[src/rtl/vdac_pkg.sv]
// types, constants and the divider table for the video display area control block
// no dependencies
package vdac_pkg;

  typedef enum logic [2:0] {
    KIND_RESET  = 3'd0,
    KIND_START  = 3'd1,
    KIND_HRANGE = 3'd2,
    KIND_VRANGE = 3'd3,
    KIND_MODE   = 3'd4,
    KIND_NONE   = 3'd5
  } req_kind_t;

  typedef struct packed {
    req_kind_t   kind;
    logic [23:0] cmd;
  } q_entry_t;

  typedef struct packed {
    logic empty;
    logic full;
  } q_status_t;

  localparam logic [11:0] CYCLES_PAL  = 12'd3406;
  localparam logic [11:0] CYCLES_NTSC = 12'd3413;
  localparam logic [8:0]  LINES_PAL   = 9'd314;
  localparam logic [8:0]  LINES_NTSC  = 9'd263;

  localparam logic [11:0] HBEGIN_RST  = 12'h200;
  localparam logic [11:0] HFINISH_RST = 12'hC00;
  localparam logic [9:0]  VBEGIN_RST  = 10'h010;
  localparam logic [9:0]  VFINISH_RST = 10'h250;

  localparam int DIV_STEPS = 6;   // two quotient bits per cycle over 12 bits

  function automatic logic [3:0] dot_divider(input logic [2:0] idx);
    logic [3:0] d;
    begin
      case (idx)
        3'd0:    d = 4'd10;
        3'd2:    d = 4'd8;
        3'd4:    d = 4'd5;
        3'd6:    d = 4'd4;
        default: d = 4'd7;
      endcase
      return d;
    end
  endfunction

endpackage

[src/rtl/vdac_front.sv]
// front end: takes requests from the input stream and classifies them
// depends on vdac_pkg
module vdac_front import vdac_pkg::*; (
  input  logic        s_axis_tvalid,
  output logic        s_axis_tready,
  input  logic [23:0] s_axis_tdata,   // command_word
  input  logic [2:0]  s_axis_tuser,   // req_type
  input  q_status_t   q_stat,
  output logic        push,
  output q_entry_t    push_entry
);

  req_kind_t kind;

  always_comb begin
    unique case (s_axis_tuser)
      3'd0:    kind = KIND_RESET;
      3'd1:    kind = KIND_START;
      3'd2:    kind = KIND_HRANGE;
      3'd3:    kind = KIND_VRANGE;
      3'd4:    kind = KIND_MODE;
      default: kind = KIND_NONE;
    endcase
  end

  assign s_axis_tready    = !q_stat.full;
  assign push             = s_axis_tvalid && !q_stat.full;
  assign push_entry.kind  = kind;
  assign push_entry.cmd   = s_axis_tdata;

endmodule

[src/rtl/vdac_queue.sv]
// short request queue between front and back end
// depends on vdac_pkg
module vdac_queue import vdac_pkg::*; #(
  parameter int DEPTH = 2
) (
  input  logic      clk,
  input  logic      rst,
  input  logic      push,
  input  q_entry_t  push_entry,
  input  logic      pop,
  output q_entry_t  head_entry,
  output q_status_t q_stat
);

  localparam int PTR_W = (DEPTH > 1) ? $clog2(DEPTH) : 1;
  localparam int CNT_W = $clog2(DEPTH + 1);

  q_entry_t          mem [DEPTH];
  logic [PTR_W-1:0]  wr_ptr;
  logic [PTR_W-1:0]  rd_ptr;
  logic [CNT_W-1:0]  count;

  assign head_entry   = mem[rd_ptr];
  assign q_stat.empty = (count == '0);
  assign q_stat.full  = (count == CNT_W'(DEPTH));

  always_ff @(posedge clk) begin
    if (push) begin
      mem[wr_ptr] <= push_entry;
    end
  end

  always_ff @(posedge clk) begin
    if (rst) begin
      wr_ptr <= '0;
      rd_ptr <= '0;
      count  <= '0;
    end else begin
      if (push) begin
        wr_ptr <= (wr_ptr == PTR_W'(DEPTH - 1)) ? '0 : wr_ptr + 1'b1;
      end
      if (pop) begin
        rd_ptr <= (rd_ptr == PTR_W'(DEPTH - 1)) ? '0 : rd_ptr + 1'b1;
      end
      if (push && !pop) begin
        count <= count + 1'b1;
      end else if (pop && !push) begin
        count <= count - 1'b1;
      end
    end
  end

endmodule

[src/rtl/vdac_back.sv]
// back end: applies requests to the display state, runs the width divider
// and holds the result register; depends on vdac_pkg
module vdac_back import vdac_pkg::*; (
  input  logic        clk,
  input  logic        rst,
  input  logic        cfg_we,
  input  logic        cfg_wdata,
  input  q_entry_t    head_entry,
  input  q_status_t   q_stat,
  output logic        pop,
  output logic        m_axis_tvalid,
  input  logic        m_axis_tready,
  output logic [87:0] m_axis_tdata
);

  typedef enum logic [3:0] {
    ST_IDLE  = 4'b0001,
    ST_SETUP = 4'b0010,
    ST_DIV   = 4'b0100,
    ST_DONE  = 4'b1000
  } state_t;

  state_t      state;
  logic        filter_crop;
  logic [9:0]  start_col;
  logic [8:0]  start_row;
  logic [11:0] hr_begin;
  logic [11:0] hr_finish;
  logic [9:0]  vr_begin;
  logic [9:0]  vr_finish;
  logic [7:0]  mode;

  logic [3:0]  divisor;
  logic [11:0] qb_sh;
  logic [11:0] qf_sh;
  logic [3:0]  rb;
  logic [3:0]  rf;
  logic [2:0]  step_cnt;
  logic        out_valid;
  logic [84:0] out_data;

  // one restoring division step: {remainder, shifter}
  function automatic logic [15:0] div_step(input logic [3:0] rem, input logic [11:0] sh,
                                           input logic [3:0] d);
    logic [4:0] trial;
    logic [3:0] rem_new;
    logic       qbit;
    begin
      trial = {rem, sh[11]};
      if (trial >= {1'b0, d}) begin
        rem_new = 4'(trial - {1'b0, d});
        qbit    = 1'b1;
      end else begin
        rem_new = trial[3:0];
        qbit    = 1'b0;
      end
      return {rem_new, sh[10:0], qbit};
    end
  endfunction

  logic [15:0] b1, b2, f1, f2;
  logic [11:0] cycles;
  logic [8:0]  lines;
  logic [11:0] hcount;
  logic [11:0] width_full;
  logic [9:0]  width;
  logic [8:0]  vb;
  logic [8:0]  vf;
  logic [9:0]  height10;
  logic [10:0] height;
  logic [9:0]  vsx;
  logic [9:0]  vsy;
  logic [10:0] vw;
  logic [10:0] vh;
  logic        load_out;

  always_comb begin
    b1 = div_step(rb, qb_sh, divisor);
    b2 = div_step(b1[15:12], b1[11:0], divisor);
    f1 = div_step(rf, qf_sh, divisor);
    f2 = div_step(f1[15:12], f1[11:0], divisor);

    cycles = mode[3] ? CYCLES_PAL : CYCLES_NTSC;
    lines  = mode[3] ? LINES_PAL : LINES_NTSC;

    hcount     = (qf_sh > qb_sh) ? qf_sh - qb_sh : '0;
    width_full = (hcount + 12'd2) & ~12'd3;
    width      = width_full[9:0];

    vb       = (vr_begin < {1'b0, lines}) ? vr_begin[8:0] : lines;
    vf       = (vr_finish < {1'b0, lines}) ? vr_finish[8:0] : lines;
    height10 = {1'b0, vf} - {1'b0, vb};
    height   = mode[5] ? {height10, 1'b0} : {height10[9], height10};

    vsx = start_col + {9'd0, filter_crop};
    vsy = {1'b0, start_row} + {9'd0, filter_crop};
    vw  = {1'b0, width} - {9'd0, filter_crop, 1'b0};
    vh  = height - {9'd0, filter_crop, 1'b0};
  end

  assign pop      = (state == ST_IDLE) && !q_stat.empty;
  assign load_out = (state == ST_DONE) && (!out_valid || m_axis_tready);

  always_ff @(posedge clk) begin
    if (rst) begin
      filter_crop <= 1'b0;
    end else if (cfg_we) begin
      filter_crop <= cfg_wdata;
    end
  end

  always_ff @(posedge clk) begin
    if (rst) begin
      state     <= ST_IDLE;
      start_col <= '0;
      start_row <= '0;
      hr_begin  <= HBEGIN_RST;
      hr_finish <= HFINISH_RST;
      vr_begin  <= VBEGIN_RST;
      vr_finish <= VFINISH_RST;
      mode      <= '0;
      step_cnt  <= '0;
      out_valid <= 1'b0;
    end else begin
      if (load_out) begin
        out_valid <= 1'b1;
      end else if (m_axis_tready) begin
        out_valid <= 1'b0;
      end
      unique case (state)
        ST_IDLE: begin
          if (!q_stat.empty) begin
            case (head_entry.kind)
              KIND_RESET: begin
                start_col <= '0;
                start_row <= '0;
                hr_begin  <= HBEGIN_RST;
                hr_finish <= HFINISH_RST;
                vr_begin  <= VBEGIN_RST;
                vr_finish <= VFINISH_RST;
                mode      <= '0;
              end
              KIND_START: begin
                start_col <= {head_entry.cmd[9:1], 1'b0};
                start_row <= head_entry.cmd[18:10];
              end
              KIND_HRANGE: begin
                hr_begin  <= head_entry.cmd[11:0];
                hr_finish <= head_entry.cmd[23:12];
              end
              KIND_VRANGE: begin
                vr_begin  <= head_entry.cmd[9:0];
                vr_finish <= head_entry.cmd[19:10];
              end
              KIND_MODE: begin
                mode <= head_entry.cmd[7:0];
              end
              default: ;
            endcase
            state <= ST_SETUP;
          end
        end
        ST_SETUP: begin
          step_cnt <= '0;
          state    <= ST_DIV;
        end
        ST_DIV: begin
          step_cnt <= step_cnt + 1'b1;
          if (step_cnt == 3'(DIV_STEPS - 1)) begin
            state <= ST_DONE;
          end
        end
        ST_DONE: begin
          if (load_out) begin
            state <= ST_IDLE;
          end
        end
        default: state <= ST_IDLE;
      endcase
    end
  end

  // divider datapath
  always_ff @(posedge clk) begin
    if (state == ST_SETUP) begin
      divisor <= dot_divider({mode[1:0], mode[6]});
      qb_sh   <= (hr_begin < cycles) ? hr_begin : cycles;
      qf_sh   <= (hr_finish < cycles) ? hr_finish : cycles;
      rb      <= '0;
      rf      <= '0;
    end else if (state == ST_DIV) begin
      rb    <= b2[15:12];
      qb_sh <= b2[11:0];
      rf    <= f2[15:12];
      qf_sh <= f2[11:0];
    end
  end

  always_ff @(posedge clk) begin
    if (load_out) begin
      out_data <= {mode[5], mode[4], mode[3], vh, vw, vsy, vsx, height, width,
                   start_row, start_col};
    end
  end

  assign m_axis_tvalid = out_valid;
  assign m_axis_tdata  = {3'b000, out_data};

endmodule

[src/rtl/video_display_area_control_unit.sv]
// video display area control: top level joining front end, queue and back end
// depends on vdac_pkg, vdac_front, vdac_queue, vdac_back
//
// input stream: tuser carries the request kind (reset, display start, horizontal
// range, vertical range, display mode), tdata the 24-bit command word
// output stream: one result per request with start, display size, viewport and
// the mode flags
// cfg_we / cfg_wdata write the crop enable used for the viewport
// a request enters the queue at accept; the back end takes it from the queue when idle,
// applies it, clamps the ranges and runs a two-bit-per-cycle divider; the result
// is then loaded into the result register
// the back end takes the next request only after the result load: take, setup, the
// divider steps and the result load
// the queue holds QUEUE_DEPTH requests, so the input keeps taking requests while
// a result waits; when the receiver stalls the result register holds and the
// back end waits, and tready drops once the queue is full
// reset restores the display state defaults, clears crop enable and empties
// the queue
module video_display_area_control_unit import vdac_pkg::*; #(
  parameter int QUEUE_DEPTH = 2
) (
  input  logic        clk,
  input  logic        rst,
  input  logic        cfg_we,
  input  logic        cfg_wdata,
  input  logic        s_axis_tvalid,
  output logic        s_axis_tready,
  input  logic [23:0] s_axis_tdata,   // command_word
  input  logic [2:0]  s_axis_tuser,   // req_type
  output logic        m_axis_tvalid,
  input  logic        m_axis_tready,
  // start_x, start_y, disp_width, disp_height, view_start_x, view_start_y,
  // view_width, view_height, pal_mode, color_24bit, interlaced, zero pad
  output logic [87:0] m_axis_tdata
);

  q_status_t q_stat;
  q_entry_t  push_entry;
  q_entry_t  head_entry;
  logic      push;
  logic      pop;

  vdac_front u_front (
    .s_axis_tvalid (s_axis_tvalid),
    .s_axis_tready (s_axis_tready),
    .s_axis_tdata  (s_axis_tdata),
    .s_axis_tuser  (s_axis_tuser),
    .q_stat        (q_stat),
    .push          (push),
    .push_entry    (push_entry)
  );

  vdac_queue #(
    .DEPTH (QUEUE_DEPTH)
  ) u_queue (
    .clk        (clk),
    .rst        (rst),
    .push       (push),
    .push_entry (push_entry),
    .pop        (pop),
    .head_entry (head_entry),
    .q_stat     (q_stat)
  );

  vdac_back u_back (
    .clk           (clk),
    .rst           (rst),
    .cfg_we        (cfg_we),
    .cfg_wdata     (cfg_wdata),
    .head_entry    (head_entry),
    .q_stat        (q_stat),
    .pop           (pop),
    .m_axis_tvalid (m_axis_tvalid),
    .m_axis_tready (m_axis_tready),
    .m_axis_tdata  (m_axis_tdata)
  );

  a_no_push_when_full: assert property (@(posedge clk) disable iff (rst)
    q_stat.full |-> !push)
    else $error("request pushed into full queue");

  a_no_pop_when_empty: assert property (@(posedge clk) disable iff (rst)
    pop |-> !q_stat.empty)
    else $error("request popped from empty queue");

  a_push_leaves_nonempty: assert property (@(posedge clk) disable iff (rst)
    push |=> !q_stat.empty)
    else $error("queue empty after a request was pushed");

endmodule

[config.mk]
export PLATFORM = sky130hd
export DESIGN_NAME = video_display_area_control_unit
export DESIGN_NICKNAME = d
export VERILOG_FILES = /design/src/rtl/vdac_pkg.sv /design/src/rtl/vdac_front.sv /design/src/rtl/vdac_queue.sv /design/src/rtl/vdac_back.sv /design/src/rtl/video_display_area_control_unit.sv
export SDC_FILE = /design/constraint.sdc
export NUM_CORES = 1
export LEC_CHECK = 0
export ABC_AREA = 1
export BUFFER_PORTS_ARGS = -buffer_cell sky130_fd_sc_hd__buf_4
export CAP_MARGIN = 20
export CORE_MARGIN = 2
export CORE_UTILIZATION = 40
export DETAILED_ROUTE_END_ITERATION = 10
export SLEW_MARGIN = 30
export SYNTH_ARGS = -nofsm -noshare
export SYNTH_HDL_FRONTEND = slang
export SYNTH_SLANG_ARGS = --single-unit
export TNS_END_PERCENT = 30
[constraint.sdc]
create_clock -name clk -period 12.35 [get_ports clk]
set_clock_uncertainty 0.15 [all_clocks]
set_input_delay 0.6175 -clock clk [delete_from_list [all_inputs] [get_ports clk]]
set_output_delay 0.6175 -clock clk [all_outputs]
set_load 0.02 [all_outputs]
Word-level counts from Yosys, hierarchy flattened
Memories as Yosys holds them, arrays and structs flattened. A register that Yosys moved wholly into a read port is not among the register bits.
Cells that the tools add are included.
{"block": "totals", "reg_bits": 202, "ramBits": 54, "word_cells": 138, "n_memories": 1}
{"block": "classes", "add_sub_neg": 16, "n_lt_le_gt_ge": 9, "eq_ne": 20, "n_mux": 44, "n_bitwise": 1, "reduce_logical": 27}
{"name": "u_queue.mem", "depth": 2, "word_bits": 27, "read_ports": 1, "rd_clocked_by_memory_dff": 1, "wr": 1, "line": "vdac_queue.sv:18", "text": "q_entry_t mem [DEPTH];"}
{"op": "12-bit 2-to-1 mux", "count": 6}
{"op": "10-bit case mux with 2 select lines", "count": 3}
{"op": "12-bit case mux with 2 select lines", "count": 2}
{"op": "4-bit case mux with 4 select lines", "count": 2}
{"op": "4-bit 2-to-1 mux", "count": 7}
{"op": "12-bit < comparator", "count": 2}
{"op": "5-bit by 4-bit greater-or-equal comparator with 1-bit output", "count": 4}
{"op": "10-bit by 9-bit < comparator with 1-bit output", "count": 2}
{"op": "10-bit 2-to-1 mux", "count": 2}
{"op": "9-bit 2-to-1 mux", "count": 2}
{"op": "9-bit case mux with 2 select lines", "count": 1}
{"op": "4-bit subtractor", "count": 4}
{"op": "3-bit by 2-bit equality test with 1-bit output (second input constant)", "count": 5}
{"op": "3-bit equality test (second input constant)", "count": 5}
{"op": "3-bit case mux with 5 select lines", "count": 1}
{"op": "3-bit AND reduction", "count": 5}
{"op": "7-bit case mux with 2 select lines", "count": 1}
{"op": "2-bit nonzero test", "count": 7}
{"op": "12-bit greater-than comparator", "count": 1}
{"op": "1-bit 2-to-1 mux", "count": 12}
{"op": "10-bit by 2-bit subtractor with 11-bit output", "count": 1}
{"op": "11-bit by 2-bit subtractor with 11-bit output", "count": 1}
{"op": "10-bit by 1-bit adder with 10-bit output", "count": 1}
{"op": "10-bit by 2-bit adder with 10-bit output (second input constant)", "count": 1}
{"op": "other kinds (25)", "count": 39}

Longest topological paths before layout
{"block": "logic_depth", "word_depth": 7, "depth_mapped": 27, "ltp_nobuf": 27}

Hierarchy
From an unflattened synthesis, not the netlist that was laid out.
{"block": "unflattened", "cells_unflattened": 1302, "hier_area_um2": 12356.9}
{"module": "vdac_back", "n_inst": 1, "cells_each": 1152, "area_each_um2": 9864.5, "seq_area_each_um2": 4644.5}
{"module": "vdac_queue", "n_inst": 1, "cells_each": 117, "area_each_um2": 2278.4, "seq_area_each_um2": 1721.7}
{"module": "vdac_front", "n_inst": 1, "cells_each": 33, "area_each_um2": 214.0, "seq_area_each_um2": 0.0}

Worst setup path before layout
Ideal clock, no wire load.
{"block": "synth_path", "path_type": "register -> register", "startpoint": "register u_back.state[3]", "endpoint": "register u_back.out_data[10], enable pin", "setup_time_ns": 0.498, "arrival_ns": 3.667, "required_ns": 11.702, "path_slack_ns": 8.035, "stages_incl_launch_ff": 5, "n_path_buf": 0, "period_less_slack_ns": 4.315, "path_cell_list": "dfxtp_1 -> inv_1 -> nor4_1 -> inv_1 -> nor2_1"}
{"block": "synth_via", "elab_chain_cells": 2}
{"item": "from (decl)", "line": "vdac_back.sv:23", "text": "state_t state;"}
{"item": "from (signal assigned)", "line": "vdac_back.sv:114", "text": "state <= ST_IDLE;"}
{"item": "from (signal assigned)", "line": "vdac_back.sv:160", "text": "state <= ST_SETUP;"}
{"item": "from (signal assigned)", "line": "vdac_back.sv:165", "text": "state <= ST_DIV;"}
{"item": "4-bit equality test", "line": "vdac_back.sv:102", "text": "assign load_out = (state == ST_DONE) && (!out_valid || m_axis_tready);"}
{"item": "1-bit logical AND", "line": "vdac_back.sv:102"}
{"item": "net u_back.load_out", "line": "vdac_back.sv:75", "text": "logic load_out;"}
{"item": "to (signal assigned)", "line": "vdac_back.sv:201", "text": "out_data <= {mode[5], mode[4], mode[3], vh, vw, vsy, vsx, height, width,"}
{"item": "to (decl)", "line": "vdac_back.sv:40", "text": "logic [84:0] out_data;"}
The timed path passes the listed nets, and every way through them passes these cells.
A chain may end at the register's enable or synchronous reset.

Worst setup path in the final report
{"block": "layout_path", "startpoint": "register u_back.mode[3]", "endpoint": "register u_back.out_data[78], data pin"}
{"block": "layout_via", "elab_chain_cells": 6}
{"item": "from (decl)", "line": "vdac_back.sv:31", "text": "logic [7:0] mode;"}
{"item": "from (signal assigned)", "line": "vdac_back.sv:156", "text": "mode <= head_entry.cmd[7:0];"}
{"item": "6-bit 2-to-1 mux (*)", "line": "vdac_back.sv:84", "text": "lines = mode[3] ? LINES_PAL : LINES_NTSC;"}
{"item": "10-bit by 9-bit < comparator with 1-bit output, on equally long branches", "line": "vdac_back.sv:91, vdac_back.sv:90"}
{"item": "9-bit 2-to-1 mux, on equally long branches", "line": "vdac_back.sv:91, vdac_back.sv:90"}
{"item": "9-bit by 9-bit subtractor with 10-bit output (*)", "line": "vdac_back.sv:92", "text": "height10 = {1'b0, vf} - {1'b0, vb};"}
{"item": "10-bit 2-to-1 mux (*)", "line": "vdac_back.sv:93", "text": "height = mode[5] ? {height10, 1'b0} : {height10[9], height10};"}
{"item": "11-bit by 2-bit subtractor with 11-bit output (*)", "line": "vdac_back.sv:98", "text": "vh = height - {9'd0, filter_crop, 1'b0};"}
{"item": "net u_back.vh[7]", "line": "vdac_back.sv:74", "text": "logic [10:0] vh;"}
Mark *: on every way through the listed nets, which the timed path passes. The rest lies on a longest branch.

==> impl_metrics.yaml <==
finish:
  drive_gt1_share_pct: 16.1
  area_growth_pct: 16.3
  layout.nets: 1515
  multi_input_area_sq_um: 5030
  n_antenna_cell: 0
  fin_util_pct: 47.1
  nFillCells: 2888
  regArea_sq_um: 6370
die:
  rows: 64
  initial_utilization_pct: 40.4
  die_h_microns: 180
  coreArea_sq_um: 30500
  fp.dieArea_sq_um: 32300
  ioPinCount: 123
  die_x_microns: 180
global_route:
  grt_pass1_vias: 8805
  grt_pass1_wl_mm: 46.1
  antenna_found_initial: 0
  grt-ovfl-total: 0
  grt_max_degree: 71
  track_usage_pct: 17.5
timing:
  clock.fmax_mhz: 204
  worstMarginPinSlew_ns: 0.996
  relSlewSlack_pct: 33.4
  setup_viol: 0
  worst_slack_ns: 7.45
  rsz0062_at_grt: "no"
  finalCritPeriodShare_pct: 39.7
  min_period_ns: 4.90
  maxSlewViolCount: 0
  finalHoldViolations: 0
  tns_ns: 0
synth:
  synthAdderAreaFrac_pct: 7.06
  synth.cell_area_sq_um: 12300
  synth_top_area_share_pct: 37.0
  ys_seq_elements: 242
  synth_top_family_by_area: "simple AND/OR/NAND/NOR gates"
  synth_cell_types: 57
  synth_top_area_cell: "edfxtp_1"
  syn-instance-count: 1313
  synthTopCellsByArea: "edfxtp_1, dfxtp_1, nand2_1, ha_1, inv_1"
  synth-simple-area-share_pct: 18.9
  synth.avg_cell_area_sq_um: 9.40
  synthMuxAreaShare_pct: 0.649
  ys_warn_count: 0
  synth_compound_gate_area_share_pct: 11.8
  synth_xor_area_share_pct: 1.99
  ys_seq_area_share_pct: 51.6
place:
  place_ws_ns: 7.49
  dp_hpwl_mm: 21.0
  finalWeightedCongestion: 0.888
  portBuffers: 115
critical_path:
  cp_num_buf_inv: 3
  worstPathRequired_ns: 12.48
  critPathLaunch: "u_back.mode[3]"
  crit_fanout: 14
  slowest_stage: "dfxtp_1"
  crit_arrival_ns: 5.03
  crit_chain: "inv_1, ha_1, a21oi_1, nor2_1, o21ai_0, nand3_1, o21ai_0, inv_1, ha_1, fa_1, xnor2_1, or2_2, o21ai_0, ha_1, inv_1, nor3_2, nand3_1, xor2_1"
  crit_type: "reg2reg"
  startpoint_type: "flip-flop"
  rr_startpoint: "u_back.mode[3]"
  cp_top_family: "adder cells"
  crit_path_end_kind: "flip-flop"
  slowest_delay_ns: 0.65
hold_path:
  holdCritStartpoint: "s_axis_tdata[3]"
  hold_path_class: "in2reg"
pwr:
  vdd_drop_max_mv: 0.122
  p_switching_mw: 1.30
  p_int_mw: 1.95
  seq_power_share_pct: 35.6
  power.share.clock_pct: 24.2
  power_mw: 3.25
  leakage_nw: 6.27
  comb_power_share_pct: 40.2
  netSwitchingFraction_pct: 40.0
  power_density_nw_per_um2: 226
route:
  viasPerCell: 4.98
  drt-pass1-iter-count: 6
  ant_nets: 0
  drc: 0
  vias: 9123
  drtIter0Drc: 549
  wire_per_inst_microns: 15.5
  drt_wl_total_mm: 28.4
clocking:
  clkLatencyLatePin_ns: 0.54
  clkSinkCount: 242
  cts_tree: "done"
  h-tree-depth: 1
  post_cts_buffers: 0
  post_cts_resized: 0
  path_clk_slew_ns: 0.06
  root_buffer: "clkbuf_16"
  hold_buffers: 0
  cts.path.max_buffers: 3
  cts_buffers: 27
run_status:
  run_status: "finished clean"
job:
  drv_cap: 0
## worst register-to-register path, stage by stage (launching register included)
cell and delay [ns]:
dfxtp_1 0.65, inv_1 0.41, ha_1 0.43, a21oi_1 0.15, nor2_1 0.05, o21ai_0 0.21, nand3_1 0.20, o21ai_0 0.21
inv_1 0.07, ha_1 0.21, fa_1 0.39, xnor2_1 0.16, or2_2 0.27, o21ai_0 0.19, ha_1 0.24, inv_1 0.06
nor3_2 0.30, nand3_1 0.14, xor2_1 0.16
## per-stage QoR
stage / cell area (sq um) / hold slack, ns / instances
global placement: 13500 / 0.264 / 1783
CTS: 14400 / 0.0937 / 1833
floorplan: 12400 / 0.253 / 1319
finish: 14400 / 0.116 / 1833
global route: 14400 / 0.0904 / 1833
detailed placement: 13500 / 0.266 / 1783
## placed cells by master, fill, tap and decap left out, types with 7 or more instances in the layout
cell and count:
a21oi_1 75, a22oi_1 11, buf_4 120, clkbuf_16 27, conb_1 7, dfxtp_1 90
edfxtp_1 152, ha_1 60, inv_1 170, mux2i_1 8, nand2_1 238, nand2_2 10
nand3_1 71, nand4_1 12, nor2_1 88, nor2_4 11, nor3_1 13, o211a_1 19
o211ai_1 11, o21ai_0 94, o21ai_1 10, or2_2 10, xor2_1 22
## cell families after synthesis
group           after synthesis
flops                       242
xor+xnor                     28
other cells                   1
simple gates                489
buf+inv                     232
mux                           8
compound gates              247
fa+ha+maj                    66
## layout make-up
| cell class | instances | area share, % |
|---|---|---|
| multi-input combinational | 845 | 35.1 |
| clock buffer | 30 | 4.92 |
| inverter | 180 | 4.74 |
| tap | 396 | 3.45 |
| timing repair buffer | 120 | 6.28 |
| clock inverter | 20 | 1.20 |
| sequential | 242 | 44.3 |
## flip-flops by register name, indices dropped and copies added (netlist names), 2 cells and up, named ones only
signal / cells
u_back.vr_begin: 10
u_back.vr_finish: 10
u_back.out_data: 70
u_back.step_cnt: 3
u_back.qf_sh: 12
u_back.rf: 4
u_back.hr_begin: 12
u_back.mode: 6
u_queue.mem: 54
u_back.start_row: 9
u_back.divisor: 4
u_back.hr_finish: 12
u_back.state: 4
u_back.rb: 4
u_back.start_col: 9
u_back.qb_sh: 12
u_queue.count: 2
## cells in the mapped netlist, drive strengths merged
cell type,count
nor2,106
ha,60
a31o,2
dfxtp,90
o31ai,1
inv,178
nand4,12
a21oi,76
xor2,22
or2,13
o22ai,2
and2,2
conb,1
buf,32
nor4,5
nand3,78
nand2,253
o2111ai,2
a211oi,6
o21bai,3
a31oi,2
edfxtp,152
nor3b,1
clkbuf,20
o211a,19
a22oi,11
a21o,4
mux2i,8
o21ai,106
fa,6
o211ai,11
xnor2,6
a32oi,2
nand3b,4
nor3,15
clkinv,2
## path summary, 6_finish.rpt
path,slack [ns],end,depth (start not counted)
worst max-delay path,7.45,u_back.out_data[78],18
worst min-delay path,0.12,u_queue.mem[1][3],1
worst max register to register,7.45,u_back.out_data[78],18
worst min register to register,0.28,u_back.out_data[18],0
## routing by layer
| layer | wire, microns | global-route usage (%) | vias to the layer above |
|---|---|---|---|
| met5 | 0 | 0 | - |
| met4 | 397 | 3.45 | 0 |
| met3 | 1400 | 2.31 | 31 |
| met2 | 13200 | 29.3 | 214 |
| met1 | 13400 | 24.4 | 4244 |
| li1 | - | - | 4634 |
## power groups by stage
stage	Clock (mW)	Combinational (mW)	Sequential [mW]
3_5_place_dp	0	1.31	1.17
4_1_cts	0.803	1.31	1.16
2_1_floorplan	0	0.976	1.17
6_report	0.786	1.31	1.16
3_3_place_gp	0	1.29	1.17
5_1_grt	0.835	1.49	1.17
(Power assumes the default switching activity.)
